**src/lsfd_pkg.sv**
```systemverilog
package lsfd_pkg;

   // Fixed field widths
   localparam int COVER_W     = 8;
   localparam int KIND_W      = 3;
   localparam int VALUE_W     = 8;
   localparam int HDR_CNT_W   = 6;
   localparam int BIT_CNT_W   = 5;
   localparam int LEN_W       = 32;
   localparam int PASSKEY_W   = 64;
   localparam int PKLEN_W     = 4;
   localparam int MIDX_W      = 3;
   localparam int CSR_IDX_W   = 1;

   // Defaults for top-level parameters
   localparam int DEF_HEADER_BYTES = 54;
   localparam int DEF_PASSKEY_MAX  = 8;

   // Result kinds
   localparam logic [KIND_W-1:0] KIND_EXT      = 3'd0;
   localparam logic [KIND_W-1:0] KIND_DATA     = 3'd1;
   localparam logic [KIND_W-1:0] KIND_MATCH    = 3'd2;
   localparam logic [KIND_W-1:0] KIND_MISMATCH = 3'd3;
   localparam logic [KIND_W-1:0] KIND_EMPTY    = 3'd4;

   // Register indexes
   localparam logic [CSR_IDX_W-1:0] CSR_PASSKEY_VALUE  = 1'd0;
   localparam logic [CSR_IDX_W-1:0] CSR_PASSKEY_LENGTH = 1'd1;

   typedef struct packed {
      logic [COVER_W-1:0] cover_byte;
      logic               frame_start;
   } req_type;

   typedef struct packed {
      logic [KIND_W-1:0]  kind;
      logic [VALUE_W-1:0] value;
      logic               last;
   } rsp_type;

   typedef struct packed {
      logic                 we;
      logic [CSR_IDX_W-1:0] index;
      logic [PASSKEY_W-1:0] wdata;
   } csr_write_type;

endpackage

```
**src/lsb_stego_frame_decoder_unit.sv**
```systemverilog
// A result word is registered in the output register, or in the skid entry while rsp stalls.
// Throughput: one cover byte per cycle while req_stall is low; each byte is at most one shift and counter update.
// A two-entry result buffer (output register plus skid) stalls req only while both
// entries hold words not yet taken.
// Reset (synchronous, active high) clears the decoder to idle and zeroes the passkey.
module lsb_stego_frame_decoder_unit #(
   parameter int HEADER_BYTES = lsfd_pkg::DEF_HEADER_BYTES,
   parameter int PASSKEY_MAX  = lsfd_pkg::DEF_PASSKEY_MAX
) (
   input  logic                                 clock,
   input  logic                                 reset,
   // configuration
   input  logic                                 csr_we,
   input  logic [lsfd_pkg::CSR_IDX_W-1:0]       csr_index,
   input  logic [lsfd_pkg::PASSKEY_W-1:0]       csr_wdata,
   // cover bytes in
   input  logic                                 req_valid,
   output logic                                 req_stall,
   input  lsfd_pkg::req_type                    req_payload,
   // decoded words out
   output logic                                 rsp_valid,
   input  logic                                 rsp_stall,
   output lsfd_pkg::rsp_type                    rsp_payload
);
   import lsfd_pkg::*;

   csr_write_type csr;
   logic          accept;
   logic          res_valid;
   rsp_type       res;

   logic          out_valid_ff, out_valid_in;
   rsp_type       out_ff, out_in;
   logic          skid_valid_ff, skid_valid_in;
   rsp_type       skid_ff, skid_in;
   logic          take;

   assign csr = '{we: csr_we, index: csr_index, wdata: csr_wdata};

   // Input is held off only when the skid entry is occupied, so req_stall
   // is a plain register output.
   assign req_stall = skid_valid_ff;
   assign accept    = req_valid && !skid_valid_ff;
   assign take      = out_valid_ff && !rsp_stall;

   lsfd_core #(
      .HEADER_BYTES (HEADER_BYTES),
      .PASSKEY_MAX  (PASSKEY_MAX)
   ) u_core (
      .clock     (clock),
      .reset     (reset),
      .csr       (csr),
      .accept    (accept),
      .req       (req_payload),
      .res_valid (res_valid),
      .res       (res)
   );

   // Result buffer: the output register drains first, the skid entry refills it.
   always_comb begin
      out_valid_in  = out_valid_ff;
      out_in        = out_ff;
      skid_valid_in = skid_valid_ff;
      skid_in       = skid_ff;
      if (skid_valid_ff) begin
         // no new word can arrive while the skid entry is full
         if (take) begin
            out_in        = skid_ff;
            skid_valid_in = 1'b0;
         end
      end else if (res_valid) begin
         if (!out_valid_ff || take) begin
            out_valid_in = 1'b1;
            out_in       = res;
         end else begin
            skid_valid_in = 1'b1;
            skid_in       = res;
         end
      end else if (take) begin
         out_valid_in = 1'b0;
      end
   end

   always_ff @(posedge clock) begin
      if (reset) begin
         out_valid_ff  <= 1'b0;
         skid_valid_ff <= 1'b0;
      end else begin
         out_valid_ff  <= out_valid_in;
         skid_valid_ff <= skid_valid_in;
      end
   end

   always_ff @(posedge clock) begin
      out_ff  <= out_in;
      skid_ff <= skid_in;
   end

   assign rsp_valid   = out_valid_ff;
   assign rsp_payload = out_ff;

endmodule

```
**src/lsfd_core.sv**
```systemverilog
module lsfd_core #(
   parameter int HEADER_BYTES = 54,
   parameter int PASSKEY_MAX  = 8
) (
   input  logic                   clock,
   input  logic                   reset,
   input  lsfd_pkg::csr_write_type csr,
   input  logic                   accept,
   input  lsfd_pkg::req_type      req,
   output logic                   res_valid,
   output lsfd_pkg::rsp_type      res
);
   import lsfd_pkg::*;

   localparam logic [2:0] PH_IDLE   = 3'd0;
   localparam logic [2:0] PH_HEADER = 3'd1;
   localparam logic [2:0] PH_MLEN   = 3'd2;
   localparam logic [2:0] PH_MBYTES = 3'd3;
   localparam logic [2:0] PH_XLEN   = 3'd4;
   localparam logic [2:0] PH_XBYTES = 3'd5;
   localparam logic [2:0] PH_DLEN   = 3'd6;
   localparam logic [2:0] PH_DBYTES = 3'd7;

   localparam logic [HDR_CNT_W-1:0] HDR_LIMIT = HDR_CNT_W'(HEADER_BYTES);
   localparam logic [PKLEN_W-1:0]   PK_LIMIT  = PKLEN_W'(PASSKEY_MAX);

   logic [PASSKEY_W-1:0] pk_value_ff;
   logic [PKLEN_W-1:0]   pk_len_ff;

   logic [2:0]           phase_ff, phase_in;
   logic [HDR_CNT_W-1:0] hdr_cnt_ff, hdr_cnt_in;
   logic [BIT_CNT_W-1:0] bit_cnt_ff, bit_cnt_in;
   logic [LEN_W-1:0]     acc_ff, acc_in;
   logic [LEN_W-1:0]     remain_ff, remain_in;
   logic [MIDX_W-1:0]    midx_ff, midx_in;
   logic                 mism_ff, mism_in;

   always_comb begin
      logic [2:0]           ph;
      logic [2:0]           phw;
      logic [HDR_CNT_W-1:0] hc;
      logic [BIT_CNT_W-1:0] bc;
      logic [LEN_W-1:0]     acc;
      logic [LEN_W-1:0]     rem;
      logic [LEN_W-1:0]     rem_dec;
      logic [MIDX_W-1:0]    mi;
      logic                 ms;
      logic [LEN_W-1:0]     word;
      logic [VALUE_W-1:0]   b;
      logic [VALUE_W-1:0]   expected;
      logic                 is_len;
      logic                 word_done;
      logic                 ms_any;

      // frame start restarts from a clean header state
      ph  = req.frame_start ? PH_HEADER : phase_ff;
      hc  = req.frame_start ? '0 : hdr_cnt_ff;
      bc  = req.frame_start ? '0 : bit_cnt_ff;
      acc = req.frame_start ? '0 : acc_ff;
      rem = req.frame_start ? '0 : remain_ff;
      mi  = req.frame_start ? '0 : midx_ff;
      ms  = req.frame_start ? 1'b0 : mism_ff;

      phase_in   = ph;
      hdr_cnt_in = hc;
      bit_cnt_in = bc;
      acc_in     = acc;
      remain_in  = rem;
      midx_in    = mi;
      mism_in    = ms;
      res_valid  = 1'b0;
      res        = '{kind: KIND_EXT, value: '0, last: 1'b0};

      phw       = (ph == PH_HEADER) ? PH_MLEN : ph;
      word      = {acc[LEN_W-2:0], req.cover_byte[0]};
      b         = word[VALUE_W-1:0];
      rem_dec   = rem - LEN_W'(1);
      expected  = pk_value_ff[{mi, 3'b000} +: VALUE_W];
      ms_any    = ms | (b != expected);
      is_len    = (phw == PH_MLEN) || (phw == PH_XLEN) || (phw == PH_DLEN);
      word_done = is_len ? (bc == BIT_CNT_W'(LEN_W - 1)) : (bc == BIT_CNT_W'(VALUE_W - 1));

      if (ph == PH_IDLE) begin
         phase_in = PH_IDLE;
      end else if (ph == PH_HEADER && hc < HDR_LIMIT) begin
         hdr_cnt_in = hc + HDR_CNT_W'(1);
      end else if (!word_done) begin
         phase_in   = phw;
         bit_cnt_in = bc + BIT_CNT_W'(1);
         acc_in     = word;
      end else begin
         phase_in   = phw;
         bit_cnt_in = '0;
         acc_in     = '0;
         unique case (phw)
            PH_MLEN: begin
               if (pk_len_ff > PK_LIMIT || word != LEN_W'(pk_len_ff)) begin
                  mism_in   = 1'b1;
                  phase_in  = PH_IDLE;
                  res_valid = 1'b1;
                  res       = '{kind: KIND_MISMATCH, value: '0, last: 1'b1};
               end else if (word == '0) begin
                  phase_in  = PH_XLEN;
                  res_valid = 1'b1;
                  res       = '{kind: KIND_MATCH, value: '0, last: 1'b0};
               end else begin
                  remain_in = word;
                  midx_in   = '0;
                  phase_in  = PH_MBYTES;
               end
            end
            PH_MBYTES: begin
               mism_in   = ms_any;
               midx_in   = mi + MIDX_W'(1);
               remain_in = rem_dec;
               if (rem_dec == '0) begin
                  res_valid = 1'b1;
                  if (ms_any) begin
                     phase_in = PH_IDLE;
                     res      = '{kind: KIND_MISMATCH, value: '0, last: 1'b1};
                  end else begin
                     phase_in = PH_XLEN;
                     res      = '{kind: KIND_MATCH, value: '0, last: 1'b0};
                  end
               end
            end
            PH_XLEN: begin
               if (word == '0) begin
                  phase_in = PH_DLEN;
               end else begin
                  remain_in = word;
                  phase_in  = PH_XBYTES;
               end
            end
            PH_XBYTES: begin
               remain_in = rem_dec;
               if (rem_dec == '0) phase_in = PH_DLEN;
               res_valid = 1'b1;
               res       = '{kind: KIND_EXT, value: b, last: 1'b0};
            end
            PH_DLEN: begin
               if (word == '0) begin
                  phase_in  = PH_IDLE;
                  res_valid = 1'b1;
                  res       = '{kind: KIND_EMPTY, value: '0, last: 1'b1};
               end else begin
                  remain_in = word;
                  phase_in  = PH_DBYTES;
               end
            end
            PH_DBYTES: begin
               remain_in = rem_dec;
               res_valid = 1'b1;
               if (rem_dec == '0) begin
                  phase_in = PH_IDLE;
                  res      = '{kind: KIND_DATA, value: b, last: 1'b1};
               end else begin
                  res      = '{kind: KIND_DATA, value: b, last: 1'b0};
               end
            end
            default: begin
               phase_in = PH_IDLE;
            end
         endcase
      end

      if (!accept) res_valid = 1'b0;
   end

   always_ff @(posedge clock) begin
      if (reset) begin
         pk_value_ff <= '0;
         pk_len_ff   <= '0;
      end else if (csr.we) begin
         unique case (csr.index)
            CSR_PASSKEY_VALUE:  pk_value_ff <= csr.wdata;
            CSR_PASSKEY_LENGTH: pk_len_ff   <= csr.wdata[PKLEN_W-1:0];
            default: ;
         endcase
      end
   end

   always_ff @(posedge clock) begin
      if (reset) begin
         phase_ff   <= PH_IDLE;
         hdr_cnt_ff <= '0;
         bit_cnt_ff <= '0;
         acc_ff     <= '0;
         remain_ff  <= '0;
         midx_ff    <= '0;
         mism_ff    <= 1'b0;
      end else if (accept) begin
         phase_ff   <= phase_in;
         hdr_cnt_ff <= hdr_cnt_in;
         bit_cnt_ff <= bit_cnt_in;
         acc_ff     <= acc_in;
         remain_ff  <= remain_in;
         midx_ff    <= midx_in;
         mism_ff    <= mism_in;
      end
   end

endmodule

```
**config.mk**
```make
export PLATFORM = sky130hd
export DESIGN_NAME = lsb_stego_frame_decoder_unit
export DESIGN_NICKNAME = d
export VERILOG_FILES = /design/src/lsfd_pkg.sv /design/src/lsb_stego_frame_decoder_unit.sv /design/src/lsfd_core.sv
export SDC_FILE = /design/constraint.sdc
export NUM_CORES = 1
export LEC_CHECK = 0
export BUFFER_PORTS_ARGS = -buffer_cell sky130_fd_sc_hd__buf_2
export CAP_MARGIN = 20
export CORE_UTILIZATION = 27
export CTS_CLUSTER_SIZE = 28
export DETAILED_ROUTE_END_ITERATION = 10
export SYNTH_ARGS = -nofsm -noshare
export SYNTH_HDL_FRONTEND = slang
export SYNTH_HIERARCHICAL = 1
export SYNTH_SLANG_ARGS = --single-unit
export TNS_END_PERCENT = 30
```
**constraint.sdc**
```tcl
create_clock -name clock -period 6.8 [get_ports clock]
set_input_delay 0.68 -clock clock [delete_from_list [all_inputs] [get_ports clock]]
set_output_delay 0.68 -clock clock [all_outputs]
set_load 0.05 [all_outputs]
```
==> metrics.md <==
| Metric | Value |
|---|---|
| Startpoint Class | `input port` |
| Post-synth EDFFs | `24` |
| Hold crit path type | `reg -> reg` |
| Final Setup Violations | `0` |
| # DRC | `0` |
| Clock Tree Root | `clkbuf_16` |
| Clock skew | `0.0178 ns` |
| Mapped Area | `9300 sq um` |
| Slew Limit Headroom | `25.1%` |
| Clock network power share | `45.4%` |
| Gates resized, CTS repair | `0` |
| Avg Cell Area, Syn | `8.23 sq um` |
| Met1 WL | `12700 um` |
| Commonest non-fill, non-tap cell in the layout | `nand2_1` |
| Post-layout min period | `5.13 ns` |
| Nets@finish | `1246` |
| DIE HEIGHT | `188 um` |
| CTS buffer count | `17` |
| Fmax | `0.195 GHz` |
| Setup WS pre-CTS | `1.29 ns` |
| Critical path fanouts, max | `16` |
| Iter 0 DRT Violations | `827` |
| GRT overflow | `0` |
| Post-synthesis register bit count | `175` |
| Initial antenna violation count | `0` |
| Slowest cell on the critical path | `nor2_1` |
| Post-DP HPWL | `18600 um` |
| WHS Path Cells | `2` |
| First-pass DRT Iterations | `6` |
| Leak | `3.72 nW` |
| Worst slew pin tran | `1.12 ns` |
| Max-slew violations | `0` |
| Setup Buffers After CTS | `0` |
| Clock sinks | `175` |
| Wire length per cell | `16.6 um` |
| Setup TNS | `0 ns` |
| CP cell instances | `buf_2, inv_1, nand2_1, ha_1, or4b_1, nor3_1, xnor2_1, o2111ai_1, nor4_1, and4_1, a21oi_1, a31oi_1, nand2b_1, nor2_1` |
| Die area | `35200 sq um` |
| Num rows | `67` |
| Clock Tree Buf Depth | `2` |
| Vias per inst | `5.29` |
| CP arrival | `5.20 ns` |
| Setup crit end kind | `register` |
| Area Overhead vs Synth | `14.1%` |
| Sw frac | `25.8%` |
| Part of the cycle the worst path needs | `75.5%` |
| Routed WL | `27000 um` |
| Gr usage total | `15.0%` |
| Maximum vdd drop | `183 uV` |
| CTS tree | `yes` |
| Detailed-route via count | `8591` |
| # hold bufs at CTS | `0` |
| WP data required | `6.86 ns` |
| Core Box Area | `33700 sq um` |
| Register area share after synthesis | `40.3%` |
| Comb pwr share | `6.3%` |
| Internal power contribution | `1.65 mW` |
| Worst-Skew Late Latency | `0.44 ns` |
| Path depth of the worst reg2reg path | `12` |
| Met2 WL post-DR | `12600 um` |
| Flop pwr share | `48.4%` |
| Critical path class | `in -> reg` |
| Width of the die | `188 um` |
| Final WS setup | `1.67 ns` |
| Starting Density | `27.6%` |
| Post-Synthesis Cells | `1130` |
| Yosys warns | `6` |
| Primary FF master, synth | `dfxtp_1` |
| Switching pwr | `573 uW` |
| Met3 WL | `1280 um` |
| Outcome | `complete, no violations` |
| Maxcap violations | `0` |
| Unrepaired setup endpoints after global routing | `no` |
| PortBufs | `85` |
| CTS H-Tree Depth | `4` |
| Pwr/cell area | `209 nW/um^2` |
| Number of global-route vias before repair | `8046` |
| Largest net degree at the start of global routing | `83` |
| Top Ports | `93` |
| Routability Congestion | `0.944` |
| Yosys cell types | `90` |
| Most frequent cells in the layout | `199 x nand2_1, 151 x dfxtp_1, 108 x a21oi_1` |
| Post-synthesis async set-or-reset flop share | `0%` |
| Diodes inserted | `0` |
| Top Layer Used | `met4` |
| First-pass GRT wire length | `43300 um` |
| Fraction of layout cells with a size suffix above 1 | `15.7%` |
| Final Hold Fails | `0` |
| Antenna-violating nets left | `0` |
| Clk pin slew, worst setup/hold paths | `0.07 ns` |
| Max incr delay on CP | `0.77 ns` |
| Mapped Nets | `1214` |
kinds of logic after synthesis:
kind of cell / share of synthesized area [%]
AOI/OAI and AO/OA: 21.7
xor gates and xnor gates: 1.32
adders and majority gates: 0.673
buffers and inverters: 4.78
DFF: 40.3
muxes: 4.82
and+or+nand+nor: 26.5
synthesized netlist by cell type (5+ instances only):
cell	count	area, sq um
nand2_1	199	747
dfxtp_1	151	3020
a21oi_1	108	541
nor2_1	91	342
clkbuf_1	50	188
a22oi_1	48	360
nor3_1	31	155
o21ai_0	27	135
nand3_1	26	130
o21ai_1	25	125
edfxtp_1	24	721
nor4_1	24	150
nand4_1	18	113
buf_2	17	85.1
or3_1	17	106
nor2b_1	16	100
o211ai_1	16	120
inv_1	14	52.6
buf_1	11	41.3
mux2i_1	11	110
nand2b_1	11	68.8
and2_1	10	62.6
mux2_2	10	113
xnor2_1	10	87.6
a211oi_1	8	60.1
o31ai_1	8	60.1
a31oi_1	6	37.5
mux2_4	6	90.1
mux4_2	6	135
and3_1	5	31.3
ha_1	5	62.6
nand3b_1	5	37.5
nor3b_1	5	37.5
o31a_1	5	43.8
per-layer routing:
metal | global-route usage [%] | vias to the layer above
li1 | - | 4186
met4 | 4.41 | 0
met3 | 2.40 | 34
met5 | 0 | -
met1 | 20.5 | 4104
met2 | 24.3 | 267
critical path, delay by kind of cell:
kind                       cells  cell delay (ns)
AOI/OAI and AO/OA              3             0.54
xor gates and xnor gates       1             0.20
adders and majority gates      1             0.53
buffers and inverters          2             0.26
and+or+nand+nor                7             2.98
power by group through the flow:
stage | clock network, mW | registers [mW] | logic, mW
floorplan | 0 | 1.09 | 0.0916
global placement | 0 | 1.10 | 0.137
detailed placement | 0 | 1.10 | 0.138
CTS | 1.03 | 1.08 | 0.139
global route | 1.07 | 1.08 | 0.154
finish | 1.01 | 1.08 | 0.139
registers in the layout, summed over array words and instances (netlist names), 3 cells and up:
| register | flops |
|---|---|
| rsp_payload | 12 |
| skid_ff | 12 |
| u_core/acc_ff | 31 |
| u_core/bit_cnt_ff | 5 |
| u_core/hdr_cnt_ff | 6 |
| u_core/midx_ff | 3 |
| u_core/phase_ff | 3 |
| u_core/pk_len_ff | 4 |
| u_core/pk_value_ff | 64 |
| u_core/remain_ff | 32 |
area by class of cell:
cell class	instances	area, sq um
flip-flops and latches	175	3740
fillers	3580	23100
inverters	16	60.1
well taps	448	561
clock buffers	18	439
repair buffers	97	518
multi-input cells	855	5130
clock inverters	14	159
metrics by stage:
step           util (%)  hold slack, ns  cell area (sq um)  cells  total power [mW]
2_1_floorplan         -           0.431               9300   1130              1.19
3_3_place_gp       29.7           0.439              10000   1591              1.24
3_5_place_dp       29.7           0.445              10000   1591              1.24
4_1_cts            31.5           0.455              10600   1623              2.24
5_1_grt            31.5           0.468              10600   1623              2.30
6_report           31.5           0.453              10600   1623              2.22
path summary, 6_finish.rpt:
kind | slack, ns | startpoint | end
setup / recovery | 1.67 | req_payload[0] | skid_ff[11]
hold / removal | 0.45 | u_core/pk_value_ff[20] | u_core/pk_value_ff[20]
setup reg to reg | 1.79 | u_core/remain_ff[0] | skid_ff[11]
hold reg to reg | 0.45 | u_core/pk_value_ff[20] | u_core/pk_value_ff[20]
Note: power is estimated with default switching activity, not from simulation.
